### config.mk
export PLATFORM = sky130hd
export DESIGN_NAME = multi_channel_tick_timer
export DESIGN_NICKNAME = d
export VERILOG_FILES = /design/src/design/mctt_pkg.sv /design/src/design/mctt_cell.sv /design/src/design/multi_channel_tick_timer.sv
export SDC_FILE = /design/constraint.sdc
export NUM_CORES = 2
export LEC_CHECK = 0
export BUFFER_PORTS_ARGS = -buffer_cell sky130_fd_sc_hd__buf_2
export CAP_MARGIN = 10
export CORE_MARGIN = 2
export CORE_UTILIZATION = 55
export CTS_BUF_LIST = sky130_fd_sc_hd__clkbuf_4
export DETAILED_ROUTE_END_ITERATION = 8
export GPL_ROUTABILITY_DRIVEN = 0
export HOLD_SLACK_MARGIN = 0.12
export PLACE_DENSITY = 0.76
export SLEW_MARGIN = 30
export SYNTH_ARGS = -nofsm -noshare
export SYNTH_HDL_FRONTEND = slang
export SYNTH_SLANG_ARGS = --single-unit
### constraint.sdc
create_clock -name i_clk -period 12.29 [get_ports i_clk]
set_clock_uncertainty 0.2 [all_clocks]
set_input_delay 0.6145 -clock i_clk [delete_from_list [all_inputs] [get_ports i_clk]]
set_output_delay 0.6145 -clock i_clk [all_outputs]
set_load 0.005 [all_outputs]
### src/design/mctt_pkg.sv
// Shared constants, codes and types for the multi-channel tick timer.
`default_nettype none

package mctt_pkg;

    localparam int NUM_TIMERS = 16;
    localparam int SLOT_LIMIT = 16;
    localparam int SLOT_COUNT = (NUM_TIMERS < SLOT_LIMIT) ? NUM_TIMERS : SLOT_LIMIT;
    localparam int SLOT_W     = 4;
    localparam int COUNT_W    = 31;
    localparam int TICK_W     = 16;

    typedef enum logic [1:0] {
        CMD_TICK    = 2'd0,
        CMD_CREATE  = 2'd1,
        CMD_RESET   = 2'd2,
        CMD_DESTROY = 2'd3
    } t_cmd;

    typedef enum logic [1:0] {
        KIND_CREATED = 2'd0,
        KIND_FAILED  = 2'd1,
        KIND_EXPIRED = 2'd2,
        KIND_DONE    = 2'd3
    } t_kind;

    typedef enum logic [1:0] {
        ST_IDLE,
        ST_RUN,
        ST_FAIL,
        ST_DONE
    } t_state;

    // token walking down the chain of cells
    typedef struct packed {
        logic valid;
        logic claimed;
    } t_tok;

    // command item held for the whole walk, seen by every cell
    typedef struct packed {
        t_cmd                cmd;
        logic [SLOT_W-1:0]   slot;
        logic [COUNT_W-1:0]  init;
        logic [COUNT_W-1:0]  ival;
        logic [TICK_W-1:0]   ticks;
    } t_job;

endpackage

`default_nettype wire

### src/design/mctt_cell.sv
// One timer cell: use bit, count and reload interval, worked on as the token passes.
`default_nettype none

module mctt_cell (
    input  logic                        i_clk,
    input  logic                        i_rst_n,
    input  logic                        i_adv,
    input  logic [mctt_pkg::SLOT_W-1:0] i_index,
    input  mctt_pkg::t_job              i_job,
    input  mctt_pkg::t_tok              i_tok,
    output mctt_pkg::t_tok              o_tok,
    output logic                        o_fire
);
    import mctt_pkg::*;

    t_tok               r_tok;
    logic               r_used;
    logic               n_used;
    logic [COUNT_W-1:0] r_count;
    logic [COUNT_W-1:0] n_count;
    logic [COUNT_W-1:0] r_ival;
    logic [COUNT_W-1:0] n_ival;
    logic [COUNT_W-1:0] ticks_ext;
    logic               hit;

    assign ticks_ext = COUNT_W'(i_job.ticks);
    assign hit       = (i_job.slot == i_index);

    always_comb begin
        n_used  = r_used;
        n_count = r_count;
        n_ival  = r_ival;
        o_tok   = r_tok;
        o_fire  = 1'b0;
        if (r_tok.valid) begin
            case (i_job.cmd)
                CMD_TICK: begin
                    if (r_used && (r_count != '0)) begin
                        if (r_count > ticks_ext) begin
                            n_count = r_count - ticks_ext;
                        end else begin
                            o_fire  = 1'b1;
                            n_count = r_ival;
                        end
                    end
                end
                CMD_CREATE: begin
                    // first free cell on the walk takes it
                    if (!r_tok.claimed && !r_used) begin
                        n_used        = 1'b1;
                        n_count       = i_job.init;
                        n_ival        = i_job.ival;
                        o_fire        = 1'b1;
                        o_tok.claimed = 1'b1;
                    end
                end
                CMD_RESET: begin
                    if (hit && r_used) begin
                        n_count = i_job.init;
                        n_ival  = i_job.ival;
                    end
                end
                CMD_DESTROY: begin
                    if (hit && r_used) begin
                        n_used  = 1'b0;
                        n_count = '0;
                        n_ival  = '0;
                    end
                end
                default: begin
                end
            endcase
        end
    end

    always_ff @(posedge i_clk) begin
        if (!i_rst_n) begin
            r_tok  <= '0;
            r_used <= 1'b0;
        end else if (i_adv) begin
            r_tok  <= i_tok;
            r_used <= n_used;
        end
    end

    always_ff @(posedge i_clk) begin
        if (i_adv) begin
            r_count <= n_count;
            r_ival  <= n_ival;
        end
    end

endmodule

`default_nettype wire

### src/design/multi_channel_tick_timer.sv
// Top level of the multi-channel tick timer: command control, cell chain, result register.
//
//  channel  | direction | handshake               | fields
//  ---------+-----------+-------------------------+------------------------------------------
//  command  | in        | i_in_valid / o_in_stall | command, timer_slot, initial_count,
//           |           |                         | reload_interval, tick_count
//  event    | out       | o_out_valid/i_out_stall | event_kind, event_slot, last
//
// One command item at a time. A token walks the chain of SLOT_COUNT cells, one cell
// a cycle while the walk is not paused; after the walk a failed create issues a
// failed item, and every command then issues its done item.
// The walk pauses in any cycle where the result register is full and stalled.
// Reset (synchronous, active low) empties the table at once; no clearing pass.
// A new item is taken as soon as the done item sits in the result register.
`default_nettype none

module multi_channel_tick_timer (
    input  logic                             i_clk,
    input  logic                             i_rst_n,
    input  logic                             i_in_valid,
    output logic                             o_in_stall,
    input  logic [1:0]                       i_command,
    input  logic [mctt_pkg::SLOT_W-1:0]      i_timer_slot,
    input  logic [mctt_pkg::COUNT_W-1:0]     i_initial_count,
    input  logic [mctt_pkg::COUNT_W-1:0]     i_reload_interval,
    input  logic [mctt_pkg::TICK_W-1:0]      i_tick_count,
    output logic                             o_out_valid,
    input  logic                             i_out_stall,
    output logic [1:0]                       o_event_kind,
    output logic [mctt_pkg::SLOT_W-1:0]      o_event_slot,
    output logic                             o_last
);
    import mctt_pkg::*;

    t_state            r_state;
    t_state            n_state;
    logic              r_start;
    logic              n_start;
    t_job              r_job;

    logic              r_out_valid;
    logic              n_out_valid;
    t_kind             r_kind;
    t_kind             n_kind;
    logic [SLOT_W-1:0] r_slot;
    logic [SLOT_W-1:0] n_slot;
    logic              r_last;
    logic              n_last;

    logic              accept;
    logic              out_free;
    logic              any_fire;
    logic [SLOT_W-1:0] fire_slot;

    t_tok              tok_chain [SLOT_COUNT+1];
    logic              fire      [SLOT_COUNT];

    assign o_in_stall = (r_state != ST_IDLE);
    assign accept     = i_in_valid && !o_in_stall;
    // chain and result register move together: the walk stalls with the output
    assign out_free   = !r_out_valid || !i_out_stall;

    assign tok_chain[0] = '{valid: r_start, claimed: 1'b0};

    for (genvar k = 0; k < SLOT_COUNT; k++) begin : g_cell
        mctt_cell u_cell (
            .i_clk   (i_clk),
            .i_rst_n (i_rst_n),
            .i_adv   (out_free),
            .i_index (SLOT_W'(k)),
            .i_job   (r_job),
            .i_tok   (tok_chain[k]),
            .o_tok   (tok_chain[k+1]),
            .o_fire  (fire[k])
        );
    end

    // only the cell holding the token can fire, so an OR picks its slot
    always_comb begin
        any_fire  = 1'b0;
        fire_slot = '0;
        for (int k = 0; k < SLOT_COUNT; k++) begin
            any_fire  = any_fire | fire[k];
            fire_slot = fire_slot | (fire[k] ? SLOT_W'(k) : '0);
        end
    end

    always_comb begin
        n_state     = r_state;
        n_start     = r_start;
        n_out_valid = r_out_valid && i_out_stall;
        n_kind      = r_kind;
        n_slot      = r_slot;
        n_last      = r_last;
        case (r_state)
            ST_IDLE: begin
                if (accept) begin
                    n_state = ST_RUN;
                    n_start = 1'b1;
                end
            end
            ST_RUN: begin
                if (out_free) begin
                    n_start = 1'b0;
                    if (any_fire) begin
                        n_out_valid = 1'b1;
                        n_kind      = (r_job.cmd == CMD_CREATE) ? KIND_CREATED : KIND_EXPIRED;
                        n_slot      = fire_slot;
                        n_last      = 1'b0;
                    end
                    // token leaving the last cell ends the walk
                    if (tok_chain[SLOT_COUNT].valid) begin
                        if ((r_job.cmd == CMD_CREATE) && !tok_chain[SLOT_COUNT].claimed) begin
                            n_state = ST_FAIL;
                        end else begin
                            n_state = ST_DONE;
                        end
                    end
                end
            end
            ST_FAIL: begin
                if (out_free) begin
                    n_out_valid = 1'b1;
                    n_kind      = KIND_FAILED;
                    n_slot      = '0;
                    n_last      = 1'b0;
                    n_state     = ST_DONE;
                end
            end
            ST_DONE: begin
                if (out_free) begin
                    n_out_valid = 1'b1;
                    n_kind      = KIND_DONE;
                    n_slot      = '0;
                    n_last      = 1'b1;
                    n_state     = ST_IDLE;
                end
            end
            default: begin
                n_state = ST_IDLE;
            end
        endcase
    end

    always_ff @(posedge i_clk) begin
        if (!i_rst_n) begin
            r_state     <= ST_IDLE;
            r_start     <= 1'b0;
            r_out_valid <= 1'b0;
        end else begin
            r_state     <= n_state;
            r_start     <= n_start;
            r_out_valid <= n_out_valid;
        end
    end

    always_ff @(posedge i_clk) begin
        r_kind <= n_kind;
        r_slot <= n_slot;
        r_last <= n_last;
        if (accept) begin
            r_job.cmd   <= t_cmd'(i_command);
            r_job.slot  <= i_timer_slot;
            r_job.init  <= i_initial_count;
            r_job.ival  <= i_reload_interval;
            r_job.ticks <= i_tick_count;
        end
    end

    assign o_out_valid  = r_out_valid;
    assign o_event_kind = r_kind;
    assign o_event_slot = r_slot;
    assign o_last       = r_last;

endmodule

`default_nettype wire
=== Word level (Yosys, flattened, before mapping) ===
Cells that the tools add are included.

* Bits in registers: 1134

* Add/sub/neg operators: 16
* Magnitude comparators: 16
* Eq/ne operators: 92
* Multiplexer cells: 361
* Bitwise gates (word level): 29
* Reductions and logical operators: 164

{| class="wikitable"
|+ Operator list
! kind !! count
|-
| 31-bit two-way mux || 112
|-
| 31-bit one-hot mux with 4 select lines || 16
|-
| 31-bit one-hot mux with 3 select lines || 16
|-
| 31-bit by 16-bit greater-than comparator with 1-bit output || 16
|-
| 31-bit nonzero test || 16
|-
| 31-bit by 16-bit subtractor with 31-bit output || 16
|-
| 6-bit AND reduction || 32
|-
| 1-bit two-way mux || 153
|-
| 2-bit by 1-bit inequality test with 1-bit output (second input constant) || 69
|-
| 5-bit AND reduction || 18
|-
| 1-bit one-hot mux with 2 select lines || 34
|-
| 1-bit logical AND || 50
|-
| 4-bit two-way mux || 11
|-
| 1-bit logical NOT || 35
|-
| 4-bit == test (second input constant) || 8
|-
| 4-bit bitwise OR || 7
|-
| 2-bit two-way mux || 11
|-
| 4-bit by 3-bit == test with 1-bit output (second input constant) || 4
|-
| 1-bit bitwise OR || 15
|-
| 3-bit two-way mux || 4
|-
| 3-bit bitwise OR || 3
|-
| 2-bit == test (second input constant) || 4
|-
| 4-bit by 2-bit == test with 1-bit output (second input constant) || 2
|-
| 2-bit one-hot mux with 4 select lines || 1
|-
| other kinds (18) || 25
|}

=== Longest topological paths before layout ===
* Depth after elaboration: 23
* Mapped depth: 15
* Depth with buffers taken out: 14

=== Hierarchy ===
Synthesis repeated with hierarchy kept, for this count alone.

* Cells, all modules: 6945
* Area total of the unflattened synthesis: 72104.2 µm²

{| class="wikitable"
|+ Modules (own cells, without submodules)
! module !! times used !! cells each !! area each (µm²) !! sequential area each (µm²)
|-
| mctt_cell (g_cell[0].u_cell ...) || 7 || 421 || 4321.6 || 1921.8
|-
| mctt_cell (g_cell[1].u_cell ...) || 7 || 426 || 4299.1 || 1921.8
|-
| mctt_cell (g_cell[8].u_cell) || 1 || 434 || 4324.1 || 1921.8
|-
| mctt_cell (g_cell[9].u_cell) || 1 || 432 || 4264.1 || 1921.8
|-
| multi_channel_tick_timer || 1 || 150 || 3170.5 || 2812.7
|}

=== Least setup slack after synthesis ===
OpenSTA, ideal clock, no wires.

* Kind: register to register
* From: register r_job[1] (netlist bit)
* To: register r_slot[0] (netlist: o_event_slot[0]) (enable)
* Setup time: 0.339 ns
* Arrival: 4.223 ns
* Slack: 7.528 ns
* Stages on the path, launching flop included: 13
* Buffers on the path: 0
* Cell sequence: edfxtp_1 -> inv_1 -> ha_1 -> nor2b_1 -> o31a_1 -> nor3_1 -> o22ai_1 -> a211o_1 -> nor4_4 -> o21ai_1 -> o32a_1 -> and4_4 -> a21oi_1

* Cells in the longest elaborated chain, start to end: 22

{| class="wikitable"
|+ Ends and longest elaborated chain
! item !! line !! source
|-
| from (decl) || multi_channel_tick_timer.sv:39 || <nowiki>t_job r_job;</nowiki>
|-
| 31-bit by 16-bit greater-than comparator with 1-bit output || mctt_cell.sv:39 || <nowiki>if (r_count > ticks_ext) begin</nowiki>
|-
| 1-bit two-way mux || mctt_cell.sv:39 ||
|-
| 1-bit two-way mux || mctt_cell.sv:38 || <nowiki>if (r_used && (r_count != '0)) begin</nowiki>
|-
| 1-bit one-hot mux with 2 select lines || mctt_cell.sv:36 || <nowiki>case (i_job.cmd)</nowiki>
|-
| 1-bit two-way mux || mctt_cell.sv:35 || <nowiki>if (r_tok.valid) begin</nowiki>
|-
| 1-bit bitwise OR (14 in series) || multi_channel_tick_timer.sv:83 || <nowiki>any_fire = any_fire | fire[k];</nowiki>
|-
| 1-bit bitwise OR * || multi_channel_tick_timer.sv:83 ||
|-
| 2-bit inequality test (no source line) * || - ||
|-
| 4-bit AND reduction (no source line) * || - ||
|-
| to (signal assigned) || multi_channel_tick_timer.sv:159 || <nowiki>r_slot <= n_slot;</nowiki>
|-
| to (decl) || multi_channel_tick_timer.sv:45 || <nowiki>logic [SLOT_W-1:0] r_slot;</nowiki>
|}

Mark *: on every way between the ends. The rest lies on a longest branch, timed or not.
A chain may end at the register's enable or synchronous reset.

=== Final worst setup path ===
* From: register r_job[1] (netlist bit)
* To: register r_slot[2] (netlist: o_event_slot[2]) (enable)

The elaborated chain is that of the path after synthesis.

==> impl_metrics.yaml <==
run:
  maxCapViolCount: 0
pwr:
  p_int_mw: 7.68
  p_leak_nw: 25.8
  p_sw_mw: 4.70
  power_frac_comb_pct: 33.6
  switching_share_pct: 38.0
  clkPwrFrac_pct: 27.4
  powerDensity_mw_per_mm2: 176
  seq_power_share_pct: 38.9
  worst_ir_drop_vdd_mv: 0.253
floorplanning:
  core-area_mm2: 0.111
  die_y_um: 339
  start_util_pct: 55.6
  dieArea_mm2: 0.115
  num_rows: 122
  die_w_um: 339
  io_pins: 97
clocking:
  cts_sinks: 1134
  htree_num_levels: 5
  cts_tree: "built"
  path_clk_slew_ps: 70
  cts_buffer_depth: 4
  cts_setup_buffers: 0
  clk_latency_ps: 1290
  cts_hold_buf: 173
  cts_resized: 0
  clockRootBuffer: "clkbuf_4"
  numCtsBuffers: 319
sta:
  tightest_slew_ps: 1060
  relSlewSlack_pct: 28.5
  holdWs_ps: 279
  fmax_mhz: 192
  maxSlewViolCount: 0
  rsz0062_at_grt: "false"
  hold_viol: 0
  setup_tns_ps: 0
  period_share_pct: 42.4
  min_period_ps: 5210
  setup_viol: 0
layout:
  drive_above_1_share_pct: 13.2
  area_growth_pct: 14.5
  final_cells: 7915
  layout_commonest_cell: "edfxtp_1"
  final_cell_mix: "edfxtp_1 (1,083), o21ai_0 (717), nor2_1 (476)"
  post-route-cell-area_mm2: 0.0705
  fillCellCount: 8487
  layout.nets: 6522
route:
  drt_drc_violations_left: 0
  drt_iter0_drc: 9362
  ant_nets: 0
  wl_mm: 217
  vias_per_cell: 6.65
  wl_per_cell_um: 27.4
  dr.pass1.iters: 6
  vias: 52612
critical_path:
  crit_required_ps: 13010
  critical_path_class: "flop to flop"
  reg2reg_depth: 14
  worstSetupStartpointType: "flop"
  crit_arrival_ps: 5940
  critPathMaxFanout: 17
  worst_setup_path_end_kind: "flop"
yosys:
  postSynth.asyncResetShare_pct: 0
  syn-cell-area_mm2: 0.0616
  synthCells: 5652
  synth_area_per_cell_um2: 10.9
  yosys_register_bits: 1134
  yosysWarnings: 0
  seq_area_frac_synth_pct: 54.5
  synth-edff-count: 1083
  synthFlopType: "edfxtp_1"
  synth_fp_nets: 6021
  synth.distinct_cells: 96
min_path:
  min_path_type: "flop to flop"
  hold_depth: 2
place:
  dp_cells: 7147
  dpl_cell_area_mm2: 0.0648
  dp_hpwl_mm: 129
  io_buffers: 96
global_route:
  grt_usage_pct: 36.8
  grt_pass1_wl_mm: 312
  antenna_found_initial: 48
  grt_overflow: 0
  grt_pass1_vias: 49213
  grt_max_degree: 131
run_status:
  status: "finished, final reports clean"
==> routing by layer <==
metal / GRT usage (%) / routed length [µm]
met1: 48.5 / 75200
met2: 52.7 / 90200
met3: 10.1 / 34400
met4: 26.1 / 17000
met5: 0 / 89
==> sequential cells by signal (all words and copies together) (netlist names) <==
name,cells
r_state,2
g_cell.u_cell.o_tok,16
g_cell.u_cell.r_used,16
o_event_kind,2
o_last,1
g_cell.u_cell.r_tok,15
r_job,84
r_start,1
g_cell.u_cell.r_ival,496
o_event_slot,4
g_cell.u_cell.r_count,496
o_out_valid,1
==> worst paths after layout <==
path,slack (ps),from,endpoint
worst max-delay path,7080,r_job[1],o_event_slot[2]
worst min-delay path,280,g_cell[14].u_cell.r_ival[18],g_cell[14].u_cell.r_count[18]
worst max register to register,7080,r_job[1],o_event_slot[2]
worst min register to register,280,g_cell[14].u_cell.r_ival[18],g_cell[14].u_cell.r_count[18]
==> synthesized netlist by cell type (14+ instances only) <==
library cell	instances	area share (%)
edfxtp_1	1083	53
o21ai_0	717	5.8
nor2_1	481	2.9
a21oi_1	466	3.8
nand2_1	355	2.2
ha_1	265	5.4
xnor2_1	220	3.1
clkbuf_1	173	1.1
xor2_1	167	2.4
nor3_1	128	1.0
mux2i_1	127	2.1
inv_1	122	0.74
nor4_1	119	1.2
nor2b_1	91	0.92
a21o_1	81	0.99
nand3_1	73	0.59
a31oi_1	61	0.62
nand2b_1	59	0.60
o21a_1	58	0.71
or3_1	58	0.59
dfxtp_1	51	1.7
nand4_1	50	0.51
a21boi_0	45	0.55
and2_1	45	0.46
a211oi_1	44	0.54
buf_2	42	0.34
or4_1	41	0.50
and3_1	37	0.38
o21bai_1	37	0.45
o211ai_1	28	0.34
or2_2	26	0.26
o31ai_1	25	0.30
buf_1	16	0.098
fa_1	16	0.52
nand3b_1	16	0.20
a211o_1	15	0.21
o31a_1	14	0.20
==> per-stage QoR <==
step                      total power, mW  util, %  setup WS, ps
after floorplan                      7.07        -          7530
after global placement               8.61     58.1          7420
after detailed placement             8.77     58.5          7260
after CTS                            12.1     63.5          7260
after global routing                 12.7     63.5          6750
final                                12.4     63.6          7080
==> cells by family after synthesis <==
group / Yosys count / share of synthesized area (%)
buffers and inverters: 359 / 2.30
AOI/OAI and AO/OA: 1732 / 16.6
adders and majority gates: 281 / 5.90
xor gates and xnor gates: 387 / 5.50
DFF: 1134 / 54.5
and+or+nand+nor: 1629 / 13.1
muxes: 130 / 2.12
==> critical path, stage by stage (launching register included) <==
cell	delay [ps]
edfxtp_1	330
buf_4	520
inv_1	90
buf_4	370
ha_1	400
nand2b_1	70
a21oi_1	250
nor4_1	120
o311ai_1	790
o31ai_4	140
a31oi_1	520
o221ai_1	290
nor4_1	380
and4_4	290
a21oi_1	140
==> cell type report <==
cell class	count	area (µm²)	area share, %
repair buffers	413	3620	5.13
clock buffers	438	3290	4.66
inverters	126	480	0.681
clock inverters	101	508	0.720
diodes	56	140	0.199
well taps	1488	1860	2.64
multi-input cells	4159	27100	38.4
flip-flops and latches	1134	33500	47.6
==> power groups by stage <==
stage	clock network [mW]	logic [mW]	registers, mW
after global placement	0	3.72	4.89
after CTS	3.38	3.94	4.81
after detailed placement	0	3.88	4.89
final	3.40	4.17	4.82
after global routing	3.60	4.32	4.82
after floorplan	0	2.22	4.86
Note: power is estimated with default switching activity, not from simulation.
